[config.mk]
export PLATFORM = sky130hd
export DESIGN_NAME = escaped_frame_decoder_unit
export DESIGN_NICKNAME = d
export VERILOG_FILES = /design/src/sv/efd_pkg.sv /design/src/sv/efd_front.sv /design/src/sv/efd_queue.sv /design/src/sv/efd_back.sv /design/src/sv/escaped_frame_decoder_unit.sv
export VERILOG_INCLUDE_DIRS = /design/src /design/src/sv
export SDC_FILE = /design/constraint.sdc
export NUM_CORES = 1
export LEC_CHECK = 0
export ABC_AREA = 0
export BUFFER_PORTS_ARGS = -buffer_cell sky130_fd_sc_hd__clkbuf_2
export CAP_MARGIN = 20
export CORE_MARGIN = 5
export CORE_UTILIZATION = 60
export CTS_CLUSTER_SIZE = 16
export DETAILED_ROUTE_END_ITERATION = 10
export GPL_TIMING_DRIVEN = 1
export PLACE_DENSITY_LB_ADDON = 0.2
export REMOVE_ABC_BUFFERS = 1
export SLEW_MARGIN = 25
export SYNTH_ARGS = -nofsm -noshare
export SYNTH_HDL_FRONTEND = slang
export SYNTH_SLANG_ARGS = --single-unit
[constraint.sdc]
create_clock -name clk -period 4.1 [get_ports clk]
set_input_delay 0 -clock clk [delete_from_list [all_inputs] [get_ports clk]]
set_output_delay 0 -clock clk [all_outputs]
set_load 0.01 [all_outputs]
[src/sv/escaped_frame_decoder_unit_macros.svh]
// assertion helpers for the asserting top-level file
`ifndef ESCAPED_FRAME_DECODER_UNIT_MACROS_SVH
`define ESCAPED_FRAME_DECODER_UNIT_MACROS_SVH

// same-cycle implication, sampled on clk, quiet during rst
`define EFD_ASSERT_IMP(lbl, ante, cons, msg) \
  lbl: assert property (@(posedge clk) disable iff (rst) (ante) |-> (cons)) \
    else $error(msg);

// next-cycle implication, sampled on clk, quiet during rst
`define EFD_ASSERT_NXT(lbl, ante, cons, msg) \
  lbl: assert property (@(posedge clk) disable iff (rst) (ante) |=> (cons)) \
    else $error(msg);

`endif

[src/sv/efd_pkg.sv]
`default_nettype none

package efd_pkg;

  // raw line codes
  localparam logic [7:0] ESC_BYTE     = 8'h55;
  localparam logic [7:0] CODE_START   = 8'h01;
  localparam logic [7:0] CODE_LITERAL = 8'h02;
  localparam logic [7:0] CODE_END     = 8'h03;

  // result kinds
  localparam logic [2:0] KIND_PAYLOAD = 3'd0;
  localparam logic [2:0] KIND_RESTART = 3'd1;
  localparam logic [2:0] KIND_GOOD    = 3'd2;
  localparam logic [2:0] KIND_BAD     = 3'd3;
  localparam logic [2:0] KIND_LENERR  = 3'd4;

  // field widths
  localparam int unsigned COUNT_W = 13;
  localparam logic [COUNT_W-1:0] MAX_LENGTH_RESET = 13'd256;

  // decoded operation codes passed from front to back
  localparam logic [1:0] OP_STORE   = 2'd0;
  localparam logic [1:0] OP_RESTART = 2'd1;
  localparam logic [1:0] OP_END     = 2'd2;

  typedef struct packed {
    logic [1:0] code;
    logic [7:0] data;
  } efd_op_t;

  typedef struct packed {
    logic full;
    logic empty;
  } efd_qstat_t;

endpackage

`default_nettype wire

[src/sv/efd_front.sv]
`default_nettype none

module efd_front (
  input  wire              clk,
  input  wire              rst,
  input  wire              in_valid,
  output logic             in_ready,
  input  wire  [7:0]       rx_byte,
  output logic             push,
  output efd_pkg::efd_op_t push_op,
  input  efd_pkg::efd_qstat_t qstat
);
  import efd_pkg::*;

  logic escape_pending;
  logic escape_pending_next;
  logic accept;

  // take a beat whenever the queue has room
  assign in_ready = !qstat.full;
  assign accept   = in_valid && in_ready;

  // classify the raw byte against the escape state
  always_comb begin
    push                = 1'b0;
    push_op.code        = OP_STORE;
    push_op.data        = rx_byte;
    escape_pending_next = escape_pending;
    if (accept) begin
      if (!escape_pending) begin
        if (rx_byte == ESC_BYTE) begin
          escape_pending_next = 1'b1;
        end else begin
          push = 1'b1;
        end
      end else begin
        escape_pending_next = 1'b0;
        push                = 1'b1;
        case (rx_byte)
          CODE_START: begin
            push_op.code = OP_RESTART;
            push_op.data = 8'h00;
          end
          CODE_LITERAL: begin
            push_op.data = ESC_BYTE;
          end
          CODE_END: begin
            push_op.code = OP_END;
            push_op.data = 8'h00;
          end
          default: begin
            push_op.data = rx_byte;
          end
        endcase
      end
    end
  end

  // escape state
  always_ff @(posedge clk) begin
    if (rst) begin
      escape_pending <= 1'b0;
    end else begin
      escape_pending <= escape_pending_next;
    end
  end

endmodule

`default_nettype wire

[src/sv/efd_queue.sv]
`default_nettype none

module efd_queue #(
  parameter int unsigned DEPTH = 4
) (
  input  wire                 clk,
  input  wire                 rst,
  input  wire                 push,
  input  efd_pkg::efd_op_t    push_op,
  input  wire                 pop,
  output efd_pkg::efd_op_t    pop_op,
  output efd_pkg::efd_qstat_t qstat
);
  import efd_pkg::*;

  localparam int unsigned AW = (DEPTH > 1) ? $clog2(DEPTH) : 1;
  localparam int unsigned CW = $clog2(DEPTH + 1);
  localparam logic [AW-1:0] LAST = AW'(DEPTH - 1);
  localparam logic [CW-1:0] FULL_COUNT = CW'(DEPTH);

  efd_op_t       slots [DEPTH];
  logic [AW-1:0] wr_ptr;
  logic [AW-1:0] rd_ptr;
  logic [CW-1:0] fill;
  logic          do_push;
  logic          do_pop;

  assign qstat.full  = (fill == FULL_COUNT);
  assign qstat.empty = (fill == '0);
  assign do_push     = push && !qstat.full;
  assign do_pop      = pop && !qstat.empty;
  assign pop_op      = slots[rd_ptr];

  // slot storage
  always_ff @(posedge clk) begin
    if (do_push) begin
      slots[wr_ptr] <= push_op;
    end
  end

  // pointers and fill level
  always_ff @(posedge clk) begin
    if (rst) begin
      wr_ptr <= '0;
      rd_ptr <= '0;
      fill   <= '0;
    end else begin
      if (do_push) begin
        wr_ptr <= (wr_ptr == LAST) ? '0 : wr_ptr + 1'b1;
      end
      if (do_pop) begin
        rd_ptr <= (rd_ptr == LAST) ? '0 : rd_ptr + 1'b1;
      end
      if (do_push && !do_pop) begin
        fill <= fill + 1'b1;
      end else if (do_pop && !do_push) begin
        fill <= fill - 1'b1;
      end
    end
  end

endmodule

`default_nettype wire

[src/sv/efd_back.sv]
`default_nettype none

module efd_back (
  input  wire                          clk,
  input  wire                          rst,
  input  efd_pkg::efd_qstat_t          qstat,
  input  efd_pkg::efd_op_t             pop_op,
  output logic                         pop,
  input  wire  [efd_pkg::COUNT_W-1:0]  max_length,
  output logic                         out_valid,
  input  wire                          out_ready,
  output logic [2:0]                   kind,
  output logic [7:0]                   payload_byte,
  output logic [efd_pkg::COUNT_W-1:0]  frame_count
);
  import efd_pkg::*;

  logic               held_valid;
  logic [7:0]         held_byte;
  logic [COUNT_W-1:0] byte_count;
  logic [7:0]         running_sum;

  logic               held_valid_next;
  logic [7:0]         held_byte_next;
  logic [COUNT_W-1:0] byte_count_next;
  logic [7:0]         running_sum_next;

  logic               res_valid;
  logic [2:0]         res_kind;
  logic [7:0]         res_byte;
  logic [COUNT_W-1:0] res_count;
  logic               out_free;
  logic               sum_ok;

  assign out_free = !out_valid || out_ready;
  assign sum_ok   = ((running_sum - held_byte) == held_byte);

  // execute the head operation against the frame state
  always_comb begin
    held_valid_next  = held_valid;
    held_byte_next   = held_byte;
    byte_count_next  = byte_count;
    running_sum_next = running_sum;
    res_valid        = 1'b0;
    res_kind         = KIND_PAYLOAD;
    res_byte         = 8'h00;
    res_count        = '0;
    case (pop_op.code)
      OP_STORE: begin
        if (byte_count >= max_length) begin
          res_valid       = 1'b1;
          res_kind        = KIND_LENERR;
          held_valid_next = 1'b0;
          held_byte_next  = 8'h00;
          byte_count_next = '0;
          running_sum_next = 8'h00;
        end else begin
          res_valid        = held_valid;
          res_byte         = held_byte;
          held_valid_next  = 1'b1;
          held_byte_next   = pop_op.data;
          byte_count_next  = byte_count + 1'b1;
          running_sum_next = running_sum + pop_op.data;
        end
      end
      OP_RESTART: begin
        res_valid        = 1'b1;
        res_kind         = KIND_RESTART;
        held_valid_next  = 1'b0;
        held_byte_next   = 8'h00;
        byte_count_next  = '0;
        running_sum_next = 8'h00;
      end
      OP_END: begin
        res_valid = 1'b1;
        if (byte_count == '0 || !held_valid) begin
          res_kind = KIND_LENERR;
        end else begin
          res_kind  = sum_ok ? KIND_GOOD : KIND_BAD;
          res_count = byte_count;
        end
        held_valid_next  = 1'b0;
        held_byte_next   = 8'h00;
        byte_count_next  = '0;
        running_sum_next = 8'h00;
      end
      default: begin
        res_valid = 1'b0;
      end
    endcase
  end

  // retire the head when its result, if any, has a place to go
  assign pop = !qstat.empty && (out_free || !res_valid);

  // frame state
  always_ff @(posedge clk) begin
    if (rst) begin
      held_valid  <= 1'b0;
      held_byte   <= 8'h00;
      byte_count  <= '0;
      running_sum <= 8'h00;
    end else if (pop) begin
      held_valid  <= held_valid_next;
      held_byte   <= held_byte_next;
      byte_count  <= byte_count_next;
      running_sum <= running_sum_next;
    end
  end

  // output register
  always_ff @(posedge clk) begin
    if (rst) begin
      out_valid <= 1'b0;
    end else if (pop && res_valid) begin
      out_valid <= 1'b1;
    end else if (out_ready) begin
      out_valid <= 1'b0;
    end
  end

  always_ff @(posedge clk) begin
    if (pop && res_valid) begin
      kind         <= res_kind;
      payload_byte <= res_byte;
      frame_count  <= res_count;
    end
  end

endmodule

`default_nettype wire

[src/sv/escaped_frame_decoder_unit.sv]
// result path: each op is written into the op queue, then the back end registers its result beat;
//   ops already queued ahead of it are retired first
// throughput: one byte per cycle while out_ready keeps the output free, set by the back-end frame update
// in_ready drops only when the op queue is full; an out_ready stall backs up the queue
// reset (rst, synchronous): clears escape state, frame state, queue, output valid;
//   max_length returns to 256
`default_nettype none

`include "escaped_frame_decoder_unit_macros.svh"

module escaped_frame_decoder_unit #(
  parameter int unsigned QUEUE_DEPTH = 4
) (
  input  wire                         clk,
  input  wire                         rst,
  input  wire                         in_valid,
  output logic                        in_ready,
  input  wire  [7:0]                  rx_byte,
  output logic                        out_valid,
  input  wire                         out_ready,
  output logic [2:0]                  kind,
  output logic [7:0]                  payload_byte,
  output logic [efd_pkg::COUNT_W-1:0] frame_count,
  input  wire                         cfg_valid,
  output logic                        cfg_ready,
  input  wire  [efd_pkg::COUNT_W-1:0] cfg_data
);
  import efd_pkg::*;

  logic [COUNT_W-1:0] max_length;
  logic               push;
  efd_op_t            push_op;
  logic               pop;
  efd_op_t            pop_op;
  efd_qstat_t         qstat;

  // configuration register
  assign cfg_ready = 1'b1;

  always_ff @(posedge clk) begin
    if (rst) begin
      max_length <= MAX_LENGTH_RESET;
    end else if (cfg_valid && cfg_ready) begin
      max_length <= cfg_data;
    end
  end

  // byte classifier
  efd_front u_front (
    .clk      (clk),
    .rst      (rst),
    .in_valid (in_valid),
    .in_ready (in_ready),
    .rx_byte  (rx_byte),
    .push     (push),
    .push_op  (push_op),
    .qstat    (qstat)
  );

  // op queue between classifier and frame engine
  efd_queue #(
    .DEPTH (QUEUE_DEPTH)
  ) u_queue (
    .clk     (clk),
    .rst     (rst),
    .push    (push),
    .push_op (push_op),
    .pop     (pop),
    .pop_op  (pop_op),
    .qstat   (qstat)
  );

  // frame engine and output register
  efd_back u_back (
    .clk          (clk),
    .rst          (rst),
    .qstat        (qstat),
    .pop_op       (pop_op),
    .pop          (pop),
    .max_length   (max_length),
    .out_valid    (out_valid),
    .out_ready    (out_ready),
    .kind         (kind),
    .payload_byte (payload_byte),
    .frame_count  (frame_count)
  );

  // checks
  `EFD_ASSERT_IMP(a_payload_zero, out_valid && kind != KIND_PAYLOAD, payload_byte == 8'h00, "payload byte set on a non-payload beat")
  `EFD_ASSERT_IMP(a_count_zero, out_valid && kind != KIND_GOOD && kind != KIND_BAD, frame_count == '0, "frame count set on a non-frame-end beat")
  `EFD_ASSERT_IMP(a_count_range, out_valid && (kind == KIND_GOOD || kind == KIND_BAD), frame_count != '0, "zero frame count at frame end")
  `EFD_ASSERT_NXT(a_no_push_full, qstat.full && !pop, !push || qstat.full, "queue full yet accepting")

endmodule

`default_nettype wire

Word-level counts from Yosys, hierarchy flattened
Memories as Yosys holds them, arrays and structs flattened. A register that Yosys moved wholly into a read port is not among the register bits.
Index checks and enable logic that the tools add are counted.
{"block": "word_totals", "out_inout_bits": 27, "ramBits": 40, "memories": 1, "regBits": 76, "elab_cells": 95}
{"name": "u_queue.slots", "depth": 4, "word_bits": 10, "read_ports": 1, "rd_ports_with_merged_regs": 1, "write_ports": 1, "line": "efd_queue.sv:21", "source": "efd_op_t slots [DEPTH];"}
{"block": "classes", "n_bitwise": 2, "n_eq_ne": 10, "reduce_logical": 28, "order_cmp": 1, "n_mux": 33, "n_addsub": 7}
{"operator": "$pmux 8 s2", "count": 3}
{"operator": "$pmux 13 s2", "count": 1}
{"operator": "$mux 10", "count": 2}
{"operator": "$eq 8x2->1 const B", "count": 2}
{"operator": "$mux 8", "count": 2}
{"operator": "$add 13x1->13 const B", "count": 1}
{"operator": "$ge 13x13->1", "count": 1}
{"operator": "$logic_not 13->1", "count": 1}
{"operator": "$mux 13", "count": 1}
{"operator": "$mux 1", "count": 12}
{"operator": "$mux 3", "count": 4}
{"operator": "$pmux 3 s3", "count": 1}
{"operator": "$add 8x8->8", "count": 1}
{"operator": "$eq 8x1->1 const B", "count": 1}
{"operator": "$eq 8x7->1 const B", "count": 1}
{"operator": "$eq 8x8->1", "count": 1}
{"operator": "$mux 2", "count": 4}
{"operator": "$reduce_or 2->1", "count": 4}
{"operator": "$sub 8x8->8", "count": 1}
{"operator": "$logic_and 1x1->1", "count": 7}
{"operator": "$logic_not 1->1", "count": 7}
{"operator": "$eq 2x2->1 const B", "count": 3}
{"operator": "$reduce_bool 2->1", "count": 3}
{"operator": "$add 2x1->2 const B", "count": 2}
{"operator": "11 further kinds", "count": 15}

Depth between registers and ports, before layout
Gate-level depths: netlist (run 1).
{"block": "logic_depth", "word_depth": 10, "depth_mapped": 15}

Modules after synthesis
A second synthesis (run 1) with hierarchy kept.
{"block": "hier_totals", "cells_unflattened": 554, "hier_area_um2": 6170.9}
{"mod": "efd_back", "cells_per_inst": 382, "instances": 1, "seq_area_each_um2": 1341.3, "area_each_um2": 3572.2}
{"mod": "efd_queue", "cells_per_inst": 102, "instances": 1, "seq_area_each_um2": 1381.3, "area_each_um2": 1930.6}
{"mod": "escaped_frame_decoder_unit", "cells_per_inst": 44, "instances": 1, "seq_area_each_um2": 260.2, "area_each_um2": 488.0}
{"mod": "efd_front", "cells_per_inst": 26, "instances": 1, "seq_area_each_um2": 20.0, "area_each_um2": 180.2}

Worst setup path after synthesis (run 1)
OpenSTA, ideal clock, no wires.
{"block": "synth_path", "kind": "register to register", "start": "register with a tool-made name", "end": "register u_back.frame_count[0] (netlist bit), enable pin", "required_ps": 3718, "stages_incl_launch_ff": 12, "arrival_ps": 2877, "n_path_buf": 2, "setup_slack_ps": 841, "cell_sequence": "dfxtp_1 buf_6 mux4_1 inv_1 ha_1 a21oi_1 nor2_1 a31oi_1 nand2_1 nor2_1 clkbuf_1 o21a_1"}
{"item": "to (signal assigned)", "line": "efd_back.sv:126", "source": "frame_count <= res_count;"}
{"item": "to (decl)", "line": "efd_back.sv:14", "source": "output logic [efd_pkg::COUNT_W-1:0] frame_count"}

==> impl_metrics.toml, run 1 <==
[cts]
clockBufferDepth = 2
insertion_delay_ns = 0.52
cts.sinks = 118
cts_buffers = 17
cts_tree = "built"
clk_pin_slew_ns = 0.06
root_buffer = "clkbuf_8"
ctsHtreeMaxLevel = 4

[min_path]
hold_depth = 3
hold_path.startpoint = "cfg_valid"
min_path_type = "primary input to flop"

[timing]
worst_slew_pin_slew_ns = 0.853
finalHoldWorstSlack_ns = 0.0267
rsz0062_at_grt = "false"
final-hold-violation-count = 0
period_needed_ns = 3.59
period_share_pct = 87.5
finClkSkew_ns = 0.00634
max-slew-margin-rel_pct = 42.7
slew_violations = 0
max_freq_ghz = 0.279
fin_tns_setup_ns = 0
setup_viol = 0

[worst_setup_path]
criticalPathCategory = "flop to flop"
cpPeakStageDelay_ns = 0.67
worstPathMaxFanout = 6
crit_path_end_kind = "flop"
crit_arrival_ns = 4.04
required_ns = 4.55
reg2reg_depth = 14
startpoint_type = "flop"
worst_path_max_delay_cell = "mux4_1"
crit_top_cell = "inv_1"
worstPathCellList = "mux4_1, inv_1, ha_1, a21oi_1, nor2_1, a31oi_1, o211a_1, inv_1, ha_1, inv_1, fa_1, xor2_1, or3_1, a21oi_1"

[place]
port_buffers = 51
routabilityCongestion = 0.848
place_area_mm2 = 0.00642
dp_hpwl_mm = 8.88

[floorplan]
die_area_mm2 = 0.0122
initial_core_util_pct = 61.8
die_w_um = 111
fp-row-count = 36
ios = 53
coreArea_mm2 = 0.00982
die_h_um = 111

[pwr]
power_density_mw_per_mm2 = 747
clkPwrFrac_pct = 28.0
p_total_mw = 5.42
sw_frac_of_total_pct = 36.5
p_comb_share_pct = 39.5
cell_internal_pwr_mw = 3.44
p_sw_mw = 1.98
ir_worst_vdd_mv = 0.370
seq_power_share_pct = 32.5
power_leakage_nw = 2.94

[synth]
syn_avg_cell_area_um2 = 10.6
syn_area_mm2 = 0.00607
synth_seq_area_share_pct = 49.5
ys_async_sr_fraction_pct = 0
ys_ff_latch = 118
synth_ff_type = "edfxtp_1"
yosysWarnings = 0
synthCells = 573
synth-edff-count = 64
synth_cell_type_count = 56

[cells_and_area]
area_growth_syn_to_layout_pct = 19.6
layout-drive-gt1-share_pct = 15.4
antennaDiodeCount = 0
finalNetCount = 710
fin_area_mm2 = 0.00726
post-route-util_pct = 74.0

[global_routing]
grt_pass1_vias = 4581
antenna_found_initial = 0
grt_overflow_total = 0
track_usage_pct = 22.4
grt_max_degree = 56
grt_pass1_wl_mm = 22.4

[route]
drtAntennaViolNets = 0
drtIter0Drc = 319
vias_per_cell = 5.85
vias = 4612
wl_per_cell_um = 17.0
drtPass1Iterations = 5
drc = 0
wl_mm = 13.4

[outcome]
status = "complete, no violations"

[job]
drv_cap = 0
==> power groups by stage <==
stage / clock network [mW] / registers (mW) / logic, mW
floorplan: 0 / 1.81 / 1.45
global placement: 0 / 1.77 / 2.03
detailed placement: 0 / 1.79 / 2.10
CTS: 1.53 / 1.77 / 2.14
global route: 1.59 / 1.80 / 2.36
finish: 1.52 / 1.76 / 2.14
==> cells in the final DEF (no fill, tap or decap), types with 7 or more instances in the layout <==
master,instances
a21oi_1,37
a31oi_1,7
and3_1,24
buf_4,8
clkbuf_16,16
clkbuf_2,51
dfxtp_1,54
dlygate4sd3_1,23
edfxtp_1,64
ha_1,38
inv_1,40
mux2i_1,16
mux4_1,9
nand2_1,26
nand3_1,29
nor2_1,38
nor2b_1,11
nor3_1,12
o211ai_1,12
o21ai_0,39
xnor2_1,10
xor2_1,7
==> sequential cells by signal (all words and copies together), names as in the netlist, named ones only <==
name and cells:
u_queue.rd_ptr 2, u_back.running_sum 8, u_back.payload_byte 8, u_back.held_byte 8, u_back.held_valid 1, u_queue.wr_ptr 2, u_back.byte_count 13, u_queue.slots 40
u_queue.fill 3, u_back.out_valid 1, max_length 13, u_front.escape_pending 1, u_back.kind 3, u_back.frame_count 13
==> synth_stat cells (all sizes together), types with 10 or more instances <==
master	number	area share, %
edfxtp	64	32
dfxtp	54	18
inv	40	2.5
o21ai	39	3.2
ha	38	7.8
nor2	38	2.3
a21oi	37	3.0
nand3	29	2.4
nand2	26	1.6
and3	24	2.5
clkbuf	24	1.6
mux2i	16	2.6
nor3	13	1.2
o211ai	12	1.5
nor2b	11	1.1
mux4	10	4.3
xnor2	10	1.4
==> cell type report <==
class                      instances  area (um^2)
multi-input combinational        384         2790
inverter                          40          150
timing repair buffer              82          546
clock inverter                    15          194
clock buffer                      17          414
fill                             686         2560
tap                              133          166
sequential                       118         3000
==> layer usage <==
layer / wire (um) / vias to the layer above / track usage, %
li1: - / 2246 / -
met1: 5650 / 2187 / 28.9
met2: 6610 / 156 / 36.4
met3: 965 / 23 / 6.24
met4: 173 / 0 / 7.64
met5: 0 / - / 0
==> worst paths after layout <==
kind / endpoint / slack (ns)
setup / recovery: u_queue.fill[2] / 0.51
hold / removal: max_length[8] / 0.03
setup reg to reg: u_queue.fill[2] / 0.51
hold reg to reg: u_back.held_byte[7] / 0.50
==> through the flow <==
| step | setup WS (ns) | instances |
|---|---|---|
| 2_1_floorplan | 0.457 | 542 |
| 3_5_place_dp | 0.549 | 734 |
| 6_report | 0.514 | 789 |
| 3_3_place_gp | 0.697 | 734 |
| 5_1_grt | 0.272 | 789 |
| 4_1_cts | 0.516 | 789 |
==> worst max-delay path: cells and delay by family (launching register included) <==
family,cells,cell delay [ns]
AO/OA/AOI/OAI,4,0.58
XOR/XNOR,1,0.19
adder cells (fa/ha/maj),3,0.79
buffers and inverters,3,0.22
flip-flops,1,0.49
multiplexers,1,0.67
AND/OR/NAND/NOR,2,0.57
==> cells by family after synthesis <==
| kind of cell | after synthesis | synth area share, % |
|---|---|---|
| xor gates and xnor gates | 17 | 2.45 |
| DFF | 118 | 49.5 |
| AOI/OAI and AO/OA | 117 | 11.6 |
| muxes | 27 | 7.09 |
| and+or+nand+nor | 181 | 15.8 |
| buffers and inverters | 71 | 4.76 |
| adders and majority gates | 41 | 8.82 |
| other | 1 | 0.0618 |
==> timing repair <==
action / 4_1_cts / 5_1_grt
gates resized for setup: 0 / 0
endpoints found under the hold margin: 57 / 0
hold buffers: 23 / 0
setup buffers: 0 / 0
No activity file was read; power rests on OpenSTA's default activity.
==> run 2: changes to the inputs <==
--- a/config.mk
+++ b/config.mk
@@ -9,8 +9,9 @@
 export ABC_AREA = 0
 export BUFFER_PORTS_ARGS = -buffer_cell sky130_fd_sc_hd__clkbuf_2
 export CAP_MARGIN = 20
+export CORE_ASPECT_RATIO = 0.8
 export CORE_MARGIN = 5
-export CORE_UTILIZATION = 60
+export CORE_UTILIZATION = 54
 export CTS_CLUSTER_SIZE = 16
 export DETAILED_ROUTE_END_ITERATION = 10
 export GPL_TIMING_DRIVEN = 1
==> constraint.sdc (replaced) <==
create_clock -name clk -period 3.1 [get_ports clk]
set_input_delay 0 -clock clk [delete_from_list [all_inputs] [get_ports clk]]
set_output_delay 0 -clock clk [all_outputs]
set_load 0.01 [all_outputs]
==> run 2 against run 1 <==
Total power rose by 32%. Critical endpoint unchanged. Core utilization fell by 6.0 points. First-iteration DRC count rose by 17%. Routed wire length rose by 3.4%. Sequential cell count did not move. Register-to-register slack got worse by 0.42 ns. Fmax rose by 19%. Largest cell class unchanged. Critical path depth rose by 1. Largest power group unchanged.
==> impl_metrics.toml, run 2 (same netlist as run 1, synthesis figures left out) <==
[floorplan]
die_w_um = 129
coreArea_mm2 = 0.0109
die_area_mm2 = 0.0135
fp-row-count = 34
initial_core_util_pct = 55.5
ios = 53
die_h_um = 105

[global_routing]
track_usage_pct = 21.4
antenna_found_initial = 0
grt_pass1_vias = 4750
grt_pass1_wl_mm = 22.9
grt_max_degree = 41
grt_overflow_total = 0

[cells_and_area]
area_growth_syn_to_layout_pct = 22.4
layout_common_cells = "64 x edfxtp_1, 53 x dfxtp_1, 51 x clkbuf_2"
top_register = "u_queue.slots"
finalNetCount = 739
post-route-util_pct = 68.0
antennaDiodeCount = 0
layout-drive-gt1-share_pct = 20.1
largest_reg_flops = 40
mostFrequentLayoutCell = "edfxtp_1"

[place]
dp_hpwl_mm = 9.69
port_buffers = 51
routabilityCongestion = 0.878

[cts]
cts.sinks = 118
insertion_delay_ns = 0.42
clk_pin_slew_ns = 0.06
root_buffer = "clkbuf_16"
cts_tree = "built"
clockBufferDepth = 2
cts_buffers = 17
ctsHtreeMaxLevel = 4

[route]
dr_wl_met2_mm = 6.35
vias = 4697
wl_met3_um = 982
drtIter0Drc = 374
drc = 0
vias_per_cell = 5.67
wl_per_cell_um = 16.7
wl_met1_mm = 6.29
drtPass1Iterations = 5
wl_mm = 13.9
drtAntennaViolNets = 0
maxUsedRoutingLayer = "met4"

[timing]
finalHoldWorstSlack_ns = 0.0378
final-hold-violation-count = 0
finClkSkew_ns = 0.0112
period_needed_ns = 3.00
max_freq_ghz = 0.333
slew_violations = 0
max-slew-margin-rel_pct = 50.8
period_share_pct = 96.9
rsz0062_at_grt = "true"
setup_viol = 0
worst_slew_pin_slew_ns = 0.731

[job]
drv_cap = 0

[worst_setup_path]
cpPeakStageDelay_ns = 0.52
cp_num_buf_inv = 4
criticalPathCategory = "flop to flop"
crit_path_end_kind = "flop"
startpoint_type = "flop"
worst_path_max_delay_cell = "mux4_2"
worstPathCellList = "mux4_2, inv_2, ha_4, buf_4, nand3_1, nor2_1, o21ai_1, o211a_1, inv_1, ha_2, inv_1, fa_2, xor2_1, or3_1, a21oi_1"
worst_path_dominant_cell_family = "adder cells"
crit_top_cell = "inv_1"
worstPathMaxFanout = 4
crit_arrival_ns = 3.35
required_ns = 3.44

[min_path]
min_path_type = "primary input to flop"

[pwr]
ir_worst_vdd_mv = 0.538
power_leakage_nw = 3.04
power_density_mw_per_mm2 = 967

[outcome]
status = "complete, no violations"
==> run 2: changes by cell type in the layout (fill, tap and decap cells not counted), moves of 2 or more <==
cell,before,now
inv_2,0,2
inv_1,40,38
clkinv_2,1,5
bufinv_16,3,0
ha_1,38,36
buf_4,8,38
inv_8,2,0
clkinvlp_4,2,4
==> run 2: layout make-up <==
cell class / instances / area (um^2)
Multi-Input combinational cell: 384 / 2800
Inverter: 40 / 150
Clock inverter: 15 / 108
Sequential cell: 118 / 3010
Tap cell: 144 / 180
Fill cell: 818 / 3500
Clock buffer: 17 / 425
Timing Repair Buffer: 111 / 761
==> run 2: tightest hold or removal path, cell delays in order <==
cell and delay (ns):
clkbuf_2 0.10, nand2b_1 0.14, a21oi_1 0.07, o31a_1 0.10
==> run 2: through the flow <==
stage               setup slack, ns  setup TNS, ns  instance area, um^2  power [mW]  instances
floorplan                    -0.543         -23.59                 5930        4.31        542
global placement            -0.0185        -0.0185                 6600        5.13        767
detailed placement           -0.234         -0.234                 6600        5.28        767
CTS                          0.0267              0                 7400        7.15        825
global route                -0.0744        -0.0744                 7430        7.68        829
finish                       0.0959              0                 7430        7.18        829
==> run 2: power by group <==
part / switching [mW] / leakage (nW) / total [mW] / internal [mW]
clock network: 0.739 / 0.256 / 1.76 / 1.02
registers: 0.225 / 1.05 / 2.32 / 2.09
logic: 1.74 / 1.74 / 3.11 / 1.37
==> run 2: path summary, 6_finish.rpt <==
check,from,end,slack [ns],depth (start not counted)
max,flop,u_queue.fill[2],0.1,15
min,out_ready,u_back.out_valid,0.04,4
max reg2reg,flop,u_queue.fill[2],0.1,15
min reg2reg,u_back.held_byte[7],u_back.held_byte[7],0.48,2
==> run 2: per-layer routing <==
layer | up-vias | global-route usage [%]
met5 | - | 0
met4 | 0 | 7.57
met3 | 27 | 6.22
met1 | 2232 | 28.8
li1 | 2300 | -
met2 | 138 | 33.1
==> run 2: repair_timing <==
action,in CTS,in global routing
pin swaps,2,4
gates resized for setup,8,2
buffers inserted,4,4
hold endpoints to repair,46,0
endpoints found under the setup margin,2,1
hold buffers,22,0
